--- config.mk ---
export PLATFORM = sky130hd
export DESIGN_NAME = ffha_ctrl
export DESIGN_NICKNAME = d
export VERILOG_FILES = /design/src/rtl/ffha_pkg.sv /design/src/rtl/ffha_ctrl.sv
export VERILOG_INCLUDE_DIRS = /design/src /design/src/rtl
export SDC_FILE = /design/constraint.sdc
export NUM_CORES = 1
export LEC_CHECK = 0
export BUFFER_PORTS_ARGS = -buffer_cell sky130_fd_sc_hd__buf_4
export CORE_AREA = 2 2 41 43
export CTS_CLUSTER_SIZE = 8
export DETAILED_ROUTE_END_ITERATION = 10
export DIE_AREA = 0 0 43 45
export PLACE_DENSITY = 0.73
export SETUP_SLACK_MARGIN = 0.5
export SLEW_MARGIN = 20
export SYNTH_ARGS = -nofsm -noshare
export SYNTH_HDL_FRONTEND = slang
export SYNTH_SLANG_ARGS = --single-unit
--- constraint.sdc ---
create_clock -name i_clk -period 1.56 [get_ports i_clk]
set_input_delay 0.078 -clock i_clk [delete_from_list [all_inputs] [get_ports i_clk]]
set_output_delay 0.078 -clock i_clk [all_outputs]
set_load 0.01 [all_outputs]
--- src/rtl/first_fit_heap_allocator_assert.svh ---
// Assertion macros shared by the allocator's RTL modules.
// Each file that checks its own logic includes this header; it needs no other file.
`ifndef FIRST_FIT_HEAP_ALLOCATOR_ASSERT_SVH
`define FIRST_FIT_HEAP_ALLOCATOR_ASSERT_SVH

// A condition that must imply another in the same cycle.
`define FFHA_ASSERT_NOW(label, ante, cons) \
    label: assert property (@(posedge i_clk) disable iff (!i_rst_n) (ante) |-> (cons)) \
        else $error("allocator check failed");

// A condition that must imply another in the next cycle.
`define FFHA_ASSERT_NEXT(label, ante, cons) \
    label: assert property (@(posedge i_clk) disable iff (!i_rst_n) (ante) |=> (cons)) \
        else $error("allocator check failed");

`endif

--- src/rtl/ffha_pkg.sv ---
// Types and constants shared by the first-fit allocator's controller, datapath and top level.
// No dependencies.
`default_nettype none
package ffha_pkg;

    localparam int WORD_BYTES   = 4;
    localparam int WORD_SH      = 2;
    localparam int HEADER_BYTES = 16;
    localparam int HEAP_RESET   = 4096;
    localparam int REQ_W        = 12;
    localparam int OFF_W        = 12;
    localparam int HEAP_W       = 13;

    typedef enum logic [1:0] {
        ST_OK      = 2'd0,
        ST_NOFIT   = 2'd1,
        ST_ZERO    = 2'd2,
        ST_BADFREE = 2'd3
    } t_status;

    typedef enum logic {
        OP_ALLOC = 1'b0,
        OP_FREE  = 1'b1
    } t_opcode;

    typedef enum logic [3:0] {
        S_CLEAR,
        S_IDLE,
        S_A_CHECK,
        S_A_SPLIT,
        S_A_LINK,
        S_F_CHECK,
        S_F_PREV,
        S_F_NEXT,
        S_F_FIN
    } t_state;

    typedef enum logic [3:0] {
        UOP_NONE,
        UOP_CLEAR,
        UOP_LOAD,
        UOP_A_CHECK,
        UOP_A_SPLIT,
        UOP_A_LINK,
        UOP_F_CHECK,
        UOP_F_PREV,
        UOP_F_NEXT,
        UOP_F_FIN
    } t_uop;

    typedef struct packed {
        t_uop    uop;
        logic    cfg_load;
        logic    finish;
        t_status status;
        logic    give_offset;
    } t_cmd;

    typedef struct packed {
        logic req_zero;
        logic free_bad_in;
        logic a_fit;
        logic a_split;
        logic a_end;
        logic f_bad;
        logic y_nonzero;
        logic z_new_in;
        logic z_in;
        logic clr_last;
    } t_stat;

endpackage
`default_nettype wire

--- src/rtl/ffha_ctrl.sv ---
// Sequencer of the first-fit allocator: walks allocate and free operations step by step.
// Depends on ffha_pkg and the assertion header.
`default_nettype none
`include "first_fit_heap_allocator_assert.svh"
module ffha_ctrl
    import ffha_pkg::*;
(
    input  wire logic    i_clk,
    input  wire logic    i_rst_n,
    input  wire logic    i_start,
    input  wire t_opcode i_opcode,
    input  wire logic    i_cfg_valid,
    input  wire t_stat   i_stat,
    output t_cmd         o_cmd,
    output logic         o_busy,
    output logic         o_cfg_ready
);

    t_state r_state;
    t_state n_state;

    always_ff @(posedge i_clk) begin
        if (!i_rst_n) begin
            r_state <= S_CLEAR;
        end else begin
            r_state <= n_state;
        end
    end

    always_comb begin
        n_state           = r_state;
        o_cmd.uop         = UOP_NONE;
        o_cmd.cfg_load    = 1'b0;
        o_cmd.finish      = 1'b0;
        o_cmd.status      = ST_OK;
        o_cmd.give_offset = 1'b0;
        case (r_state)
            S_CLEAR: begin
                if (i_cfg_valid) begin
                    o_cmd.cfg_load = 1'b1;
                end else begin
                    o_cmd.uop = UOP_CLEAR;
                    if (i_stat.clr_last) begin
                        n_state = S_IDLE;
                    end
                end
            end
            S_IDLE: begin
                if (i_cfg_valid) begin
                    o_cmd.cfg_load = 1'b1;
                    n_state        = S_CLEAR;
                end else if (i_start) begin
                    if (i_opcode == OP_ALLOC) begin
                        if (i_stat.req_zero) begin
                            o_cmd.finish = 1'b1;
                            o_cmd.status = ST_ZERO;
                        end else begin
                            o_cmd.uop = UOP_LOAD;
                            n_state   = S_A_CHECK;
                        end
                    end else begin
                        if (i_stat.free_bad_in) begin
                            o_cmd.finish = 1'b1;
                            o_cmd.status = ST_BADFREE;
                        end else begin
                            o_cmd.uop = UOP_LOAD;
                            n_state   = S_F_CHECK;
                        end
                    end
                end
            end
            S_A_CHECK: begin
                o_cmd.uop = UOP_A_CHECK;
                if (i_stat.a_fit) begin
                    if (i_stat.a_split) begin
                        n_state = S_A_SPLIT;
                    end else begin
                        o_cmd.finish      = 1'b1;
                        o_cmd.give_offset = 1'b1;
                        n_state           = S_IDLE;
                    end
                end else if (i_stat.a_end) begin
                    o_cmd.finish = 1'b1;
                    o_cmd.status = ST_NOFIT;
                    n_state      = S_IDLE;
                end
            end
            S_A_SPLIT: begin
                o_cmd.uop = UOP_A_SPLIT;
                if (i_stat.z_in) begin
                    n_state = S_A_LINK;
                end else begin
                    o_cmd.finish      = 1'b1;
                    o_cmd.give_offset = 1'b1;
                    n_state           = S_IDLE;
                end
            end
            S_A_LINK: begin
                o_cmd.uop         = UOP_A_LINK;
                o_cmd.finish      = 1'b1;
                o_cmd.give_offset = 1'b1;
                n_state           = S_IDLE;
            end
            S_F_CHECK: begin
                o_cmd.uop = UOP_F_CHECK;
                if (i_stat.f_bad) begin
                    o_cmd.finish = 1'b1;
                    o_cmd.status = ST_BADFREE;
                    n_state      = S_IDLE;
                end else if (i_stat.y_nonzero) begin
                    n_state = S_F_PREV;
                end else if (i_stat.z_new_in) begin
                    n_state = S_F_NEXT;
                end else begin
                    n_state = S_F_FIN;
                end
            end
            S_F_PREV: begin
                o_cmd.uop = UOP_F_PREV;
                n_state   = i_stat.z_in ? S_F_NEXT : S_F_FIN;
            end
            S_F_NEXT: begin
                o_cmd.uop = UOP_F_NEXT;
                n_state   = S_F_FIN;
            end
            S_F_FIN: begin
                o_cmd.uop    = UOP_F_FIN;
                o_cmd.finish = 1'b1;
                n_state      = S_IDLE;
            end
            default: begin
                n_state = S_CLEAR;
            end
        endcase
    end

    assign o_busy      = (r_state != S_IDLE) || i_cfg_valid;
    assign o_cfg_ready = (r_state == S_IDLE) || (r_state == S_CLEAR);

    `FFHA_ASSERT_NOW(a_no_finish_in_clear, r_state == S_CLEAR, !o_cmd.finish)
    `FFHA_ASSERT_NEXT(a_load_enters_check, o_cmd.uop == UOP_LOAD,
        r_state == S_A_CHECK || r_state == S_F_CHECK)
    `FFHA_ASSERT_NEXT(a_finish_returns_idle, o_cmd.finish, r_state == S_IDLE)

endmodule
`default_nettype wire

; ---- Yosys cells after proc, flatten, opt, wreduce, memory -nomap -nowiden
; Index checks and enable logic that the tools add are counted.
[word_totals]
regBits = 4
[op_classes]
n_eq_ne = 15
n_mux = 40
n_reduce_logical = 6
[ops]
columns = op, n
row1 = 2-to-1 mux 4 bit, 16
row2 = case mux 4 bit (9 select lines), 1
row3 = case mux 4 bit (8 select lines), 1
row4 = 2-to-1 mux 3 bit, 8
row5 = == test 4 x 3 -> 1 bit (second input constant), 4
row6 = == test 4 x 2 -> 1 bit (second input constant), 2
row7 = 2-to-1 mux 2 bit, 4
row8 = inequality test 4 bit (second input constant), 2
row9 = 2-to-1 mux 1 bit, 7
row10 = inequality test 3 bit (second input constant), 2
row11 = case mux 2 bit (3 select lines), 1
row12 = AND reduction 6 bit, 1
row13 = case mux 1 bit (5 select lines), 1
row14 = == test 4 x 1 -> 1 bit (second input constant), 1
row15 = == test 4 bit (second input constant), 1
row16 = zero test 4 bit, 1
row17 = inequality test 2 bit (second input constant), 2
row18 = inequality test 4 x 1 -> 1 bit (second input constant), 1
row19 = OR reduction 2 bit, 2
row20 = case mux 1 bit (3 select lines), 1
row21 = logical OR 1 bit, 2

; ---- Logic depth before layout (Yosys ltp)
; Gate-level depths: netlist of run 1.
[depth]
word_depth = 5
depth_mapped = 6
mapped_depth_nobuf = 5

; ---- Worst setup path after synthesis of run 1
; Ideal clock, no wire load.
[synth_path]
path_kind = reg2reg
start = register r_state[3]
end = register r_state[0]
t_arrival_ps = 1287
path_slack_ps = 147
path_stages_with_launch = 6
path_buffers = 1
period_less_slack_ps = 1413
cell_sequence = dfxtp_1 > buf_6 > nor4b_2 > or3b_1 > nand4_2 > o2bb2ai_2
[synth_between]
elab_chain_len = 3
[synth_rtl]
columns = element, line
row1 = "start, declared", ffha_ctrl.sv:19  ; t_state r_state;
row2 = "start signal, assigned", ffha_ctrl.sv:26  ; r_state <= n_state;
row3 = "== test 4 x 1 -> 1 bit, or another cell as far along", ffha_ctrl.sv:37  ; case (r_state)
row4 = "inequality test 4 bit (no line), or another cell as far along", -
row5 = AND reduction 6 bit (no line) / case mux 4 bit (8 select lines) (equally long branches), -
; Several ways; a longest one is shown, not always the timed one.
; A chain may end at the register's enable or synchronous reset.

; ---- Worst setup path in the final report of run 1
[layout_path]
start = register r_state[1]
end = output o_busy
[layout_between]
elab_chain_len = 2
[layout_rtl]
columns = element, line
row1 = inequality test 4 x 1 -> 1 bit, ffha_ctrl.sv:137  ; assign o_busy = (r_state != S_IDLE) || i_cfg_valid;
row2 = logical OR 1 bit, ffha_ctrl.sv:137
row3 = "end, declared", ffha_ctrl.sv:15  ; output logic o_busy,
; No other way between the ends.

==> results of run 1 <==
-- power breakdown --
group	internal [mW]	switching, mW	total (mW)
Combinational	0.123	0.106	0.229
Sequential	0.104	0.0142	0.118
Clock	0.0861	0.0428	0.129
-- area by class of cell --
type	count	area (um^2)
Tap cell	16	20.0
Inverter	3	11.3
Clock buffer	3	22.5
Timing Repair Buffer	50	425
Fill cell	97	280
Multi-Input combinational cell	69	617
Sequential cell	4	95.1
-- synth_stat cells (2+ instances only) --
master    count
nor3_1        5
dfxtp_1       4
o211ai_1      2
buf_4         2
buf_6         2
nand2_1       6
mux2_2        2
nand3b_1      4
buf_2         4
nor2_1        6
o22ai_1       2
inv_1         3
nand3_1       2
nor2b_1       4
o21a_1        2
or3b_1        4
nand2b_1      5
-- kinds of logic (layout without fill, tap and decap cells) --
kind of cell / after synthesis / after routing
AOI/OAI and AO/OA: 18 / 18
xor gates and xnor gates: 1 / 1
adders and majority gates: 1 / 1
buffers and inverters: 11 / 56
DFF: 4 / 4
muxes: 2 / 2
and+or+nand+nor: 47 / 47
-- worst max-delay path: stages (launching register included) --
cell	delay [ps]
dfxtp_4	340
buf_12	130
nor4_4	300
and2_4	190
buf_4	130
buf_6	100
inv_2	40
buf_4	130
-- per-stage QoR --
stage | total power [mW] | utilization, % | area, um^2 | std cells | hold slack, ps
4_1_cts | 0.458 | 78.1 | 1150 | 144 | 90.3
2_1_floorplan | 0.234 | - | 736 | 84 | 186
6_report | 0.476 | 81.0 | 1190 | 145 | 93.8
3_3_place_gp | 0.301 | 63.6 | 936 | 125 | 331
5_1_grt | 0.497 | 81.0 | 1190 | 145 | 111
3_5_place_dp | 0.305 | 63.6 | 936 | 125 | 332
-- metal layers --
metal | vias to the layer above | GRT usage (%)
met1 | 414 | 30.5
li1 | 404 | -
met4 | 0 | 14.5
met3 | 8 | 0.800
met2 | 31 | 43.3
met5 | - | 0
-- repair_timing --
item                                    in CTS  in global routing
gates cloned                                 0                  0
gates resized for setup                     21                  7
setup buffers                               16                  1
pin swaps                                   17                 10
endpoints found under the setup margin      15                 15
endpoints found under the hold margin        0                  0
-- how the worst max path moves through the flow --
stage	end	slack, ps	cells after the start	startpoint
global route	o_busy	-150	7	r_state[1]
floorplan	r_state[0]	190	5	r_state[2]
detailed placement	o_cmd[1]	-80	6	r_state[2]
global placement	r_state[2]	-4	4	r_state[3]
CTS	o_cmd[1]	-80	6	r_state[2]
finish	o_busy	-120	7	r_state[1]
-- cell usage in the layout, fill, tap and decap left out, drive strengths merged, types with 2 or more instances in the layout --
master	instances
and2	2
mux2	2
nor2	6
nor4	2
inv	3
o22ai	2
nor3	5
nor2b	4
or3b	4
nand4	2
buf	50
nand2	6
nand2b	5
o211ai	2
nand3b	4
o21a	2
o21ai	2
dfxtp	4
clkbuf	3
nand3	2
==> flow_summary.json, run 1 <==
{
  "ir_drop_uv": 410,
  "ys_top_cells_by_area": "dfxtp_1, or3b_1, nand2b_1",
  "reg.largest.list": "r_state: 4 flops",
  "hold_buffers": 0,
  "finalSetupViolations": 6,
  "portBuffers": 25,
  "detail_route.vias_per_cell": 5.91,
  "leakage_nw": 0.490,
  "reg2regPathDepth": 7,
  "status": "complete, but fails checks",
  "syn2layout_area_growth_pct": 83.1,
  "synth_compound_area_share_pct": 22.9,
  "hold_viol": 0,
  "end_kind": "primary output",
  "cp_max_fo": 7,
  "post-place-ws_ps": -82.6,
  "max-slew-margin-rel_pct": 78.5,
  "grt_max_degree": 12,
  "synth_top_area_cell": "dfxtp_1",
  "synth_top_family_by_area": "simple AND/OR/NAND/NOR gates",
  "synth_adder_area_share_pct": 1.54,
  "largest_reg_flops": 4,
  "min_from": "i_rst_n",
  "wl_met2_um": 1270,
  "ys_seq_elements": 4,
  "synth-seq-area-share_pct": 12.3,
  "cts_tree": "yes",
  "power_density_mw_per_mm2": 399,
  "syn_area_per_cell_um2": 7.75,
  "reg2reg_to": "r_state[1]",
  "drv_slew": 0,
  "initial_utilization_pct": 44.2,
  "synth_cell_types": 42,
  "nets": 146,
  "grt_pass1_wl_um": 3620,
  "timing.final.crit_share_pct": 108,
  "reg2reg_setup_slack_ps": 0,
  "wirelength_um": 2450,
  "antenna_found_initial": 0,
  "die-area_mm2": 0.00194,
  "highest_layer": "met4",
  "fmax_ghz": 0.596,
  "whs_endpoint": "r_state[0]",
  "rows": 14,
  "numCtsBuffers": 3,
  "hpwl_um": 1470,
  "clkTransAtPathRegs_ps": 40,
  "synth-simple-area-share_pct": 47.9,
  "drt-initial-drc-count": 12,
  "synth-main-ff-cell": "dfxtp_1",
  "muxShareOfSynthArea_pct": 3.46,
  "overflow": 0,
  "route.detailed.drc": 0,
  "wl_met3_um": 104,
  "vias": 857,
  "min_path_type": "input port to flip-flop",
  "antenna_left": 0,
  "arrival_ps": 1600,
  "dieWidth_um": 43,
  "path_class": "flip-flop to primary output",
  "wire_per_inst_um": 16.9,
  "htree_levels": 1,
  "yosysTopAreaCellShare_pct": 12.3,
  "grt_pass1_vias": 830,
  "gr-usage-all-layers_pct": 24.7,
  "syn_inst": 84,
  "violations": "setup timing",
  "gp_congestion": 0.811,
  "regMostFlops": "r_state",
  "wl_met1_um": 1000,
  "critPathRequiredTime_ps": 1480,
  "finalClockSkew_ps": 2.03,
  "drv_cap": 0,
  "rsz0062_at_grt": "true",
  "hold_depth": 2,
  "drtPass1Iterations": 4,
  "diodes": 0,
  "syn_area_um2": 651,
  "synth_xor_area_share_pct": 1.35,
  "fp.dieH_um": 45,
  "clock_latency_ps": 240,
  "coreArea_mm2": 0.00147,
  "start_kind": "flip-flop",
  "setup_tns_ps": -428,
  "root_buffer": "clkbuf_4",
  "io_pins": 26,
  "synth_warnings": 0,
  "worstReg2RegStart": "r_state[2]",
  "period_needed_ps": 1680,
  "cts_max_path_buffers": 2,
  "setup_slack_ps": -119,
  "synth.net_count": 99,
  "tightest_slew_ps": 323,
  "drive_above_1_share_pct": 64.3,
  "synth-edff-count": 0,
  "numClockSinks": 4,
  "ys_async_sr_fraction_pct": 0
}
No activity file was read; power rests on OpenSTA's default activity.
==> inputs of run 2 (changes only) <==
Settings changed: TNS_END_PERCENT set to 50.
==> flow_summary.json, run 2 (synthesis results as in run 1) <==
{
  "placed_cells": 126,
  "start_kind": "flip-flop",
  "nets": 140,
  "reg.largest.list": "r_state: 4 flops",
  "rsz0062_at_grt": "true",
  "drive_above_1_share_pct": 63.4,
  "fin_cells": 139,
  "io_pins": 26,
  "finalClockSkew_ps": 9.35,
  "numClockSinks": 4,
  "tightest_slew_ps": 314,
  "fmax_ghz": 0.600,
  "p_total_mw": 0.504,
  "detail_route.vias_per_cell": 6.01,
  "min_from": "i_rst_n",
  "hold_viol": 0,
  "grt_pass1_vias": 806,
  "drv_cap": 0,
  "crit_start": "r_state[2]",
  "regMostFlops": "r_state",
  "largest_reg_flops": 4,
  "numCtsBuffers": 3,
  "wire_per_inst_um": 17.4,
  "die-area_mm2": 0.00194,
  "drt-initial-drc-count": 12,
  "diodes": 0,
  "max-slew-margin-rel_pct": 79.1,
  "fp.dieH_um": 45,
  "grt_max_degree": 19,
  "initial_utilization_pct": 44.2,
  "route.detailed.drc": 0,
  "arrival_ps": 1590,
  "grt_pass1_wl_um": 3640,
  "period_needed_ps": 1670,
  "violations": "setup timing",
  "rows": 14,
  "vias": 836,
  "timing.final.crit_share_pct": 107,
  "status": "complete, but fails checks",
  "worstReg2RegStart": "r_state[2]",
  "multi_input_area_um2": 644,
  "syn2layout_area_growth_pct": 83.7,
  "setup_tns_ps": -402,
  "antenna_found_initial": 0,
  "cts_tree": "yes",
  "cp_max_fo": 8,
  "htree_levels": 1,
  "setup_slack_ps": -107,
  "gr-usage-all-layers_pct": 25.0,
  "antenna_left": 0,
  "drv_slew": 0,
  "hpwl_um": 1420,
  "overflow": 0,
  "path_class": "flip-flop to primary output",
  "portBuffers": 25,
  "final_common_cell": "buf_4",
  "n_fill_cell": 92,
  "wirelength_um": 2420,
  "cts_max_path_buffers": 2,
  "hold_buffers": 0,
  "final_cell_mix": "buf_4, buf_6, nor2_1",
  "clock_latency_ps": 260,
  "end_kind": "primary output",
  "gp_congestion": 0.777,
  "finalSetupViolations": 5,
  "leakage_nw": 0.479,
  "coreArea_mm2": 0.00147,
  "clkTransAtPathRegs_ps": 50,
  "min_path_type": "input port to flip-flop",
  "dieWidth_um": 43,
  "ir_drop_uv": 501,
  "power_density_mw_per_mm2": 422,
  "regArea_um2": 95.1,
  "critPathRequiredTime_ps": 1480,
  "drtPass1Iterations": 4,
  "root_buffer": "clkbuf_4"
}
-- run 2: cell count changes in the layout (fill, tap and decap cells not counted), moves of 2 or more --
cell | before | now
nand2b_1 | 5 | 3
buf_4 | 39 | 31
buf_8 | 0 | 3
nand2b_4 | 0 | 2
inv_2 | 2 | 0
-- run 2: worst paths after layout --
kind                end  slack [ps]  cells past startpoint
max            o_cmd[1]        -110                      6
min          r_state[0]          70                      2
max reg2reg  r_state[0]          40                      5
min reg2reg  r_state[2]         680                      3
-- run 2: what timing repair did --
item / 4_1_cts / 5_1_grt
setup endpoints to repair: 15 / 15
buffers inserted: 8 / 2
resized for setup: 27 / 14
pin swaps: 19 / 16
-- run 2: area by class of cell --
cell class                 instances  share of cell area [%]
clock buffer                       3                    1.88
sequential                         4                    7.96
multi-input combinational         69                    53.9
timing repair buffer              44                    33.4
inverter                           3                    1.15
tap                               16                    1.68
-- run 2: worst max-delay path, stage by stage, from the launching register on --
cell and delay [ps]:
dfxtp_4 350, buf_6 140, nor4_4 240, and2_4 210, nand2_2 60, o211ai_1 170
buf_4 150
-- run 2: through the flow --
step                hold slack (ps)  setup WS, ps  area (um^2)  utilization, %
global placement                326          63.7          908            61.7
global route                   81.3          -157         1190            81.2
detailed placement              331         -27.1          908            61.7
CTS                            71.7         -94.7         1110            75.3
finish                         66.8          -107         1190            81.2
floorplan                       186           190          691               -
-- run 2: power breakdown --
part	internal (mW)	switching (mW)
combinational	0.127	0.0990
clock	0.0874	0.0626
sequential	0.104	0.0238
total	0.319	0.185
-- run 2: routing by layer --
| layer | global-route usage [%] | vias to the layer above | wire, um |
|---|---|---|---|
| li1 | - | 394 | - |
| met2 | 47.3 | 40 | 1280 |
| met1 | 28.0 | 394 | 948 |
| met5 | 0 | - | 0 |
| met4 | 12.7 | 0 | 83 |
| met3 | 2.40 | 8 | 111 |
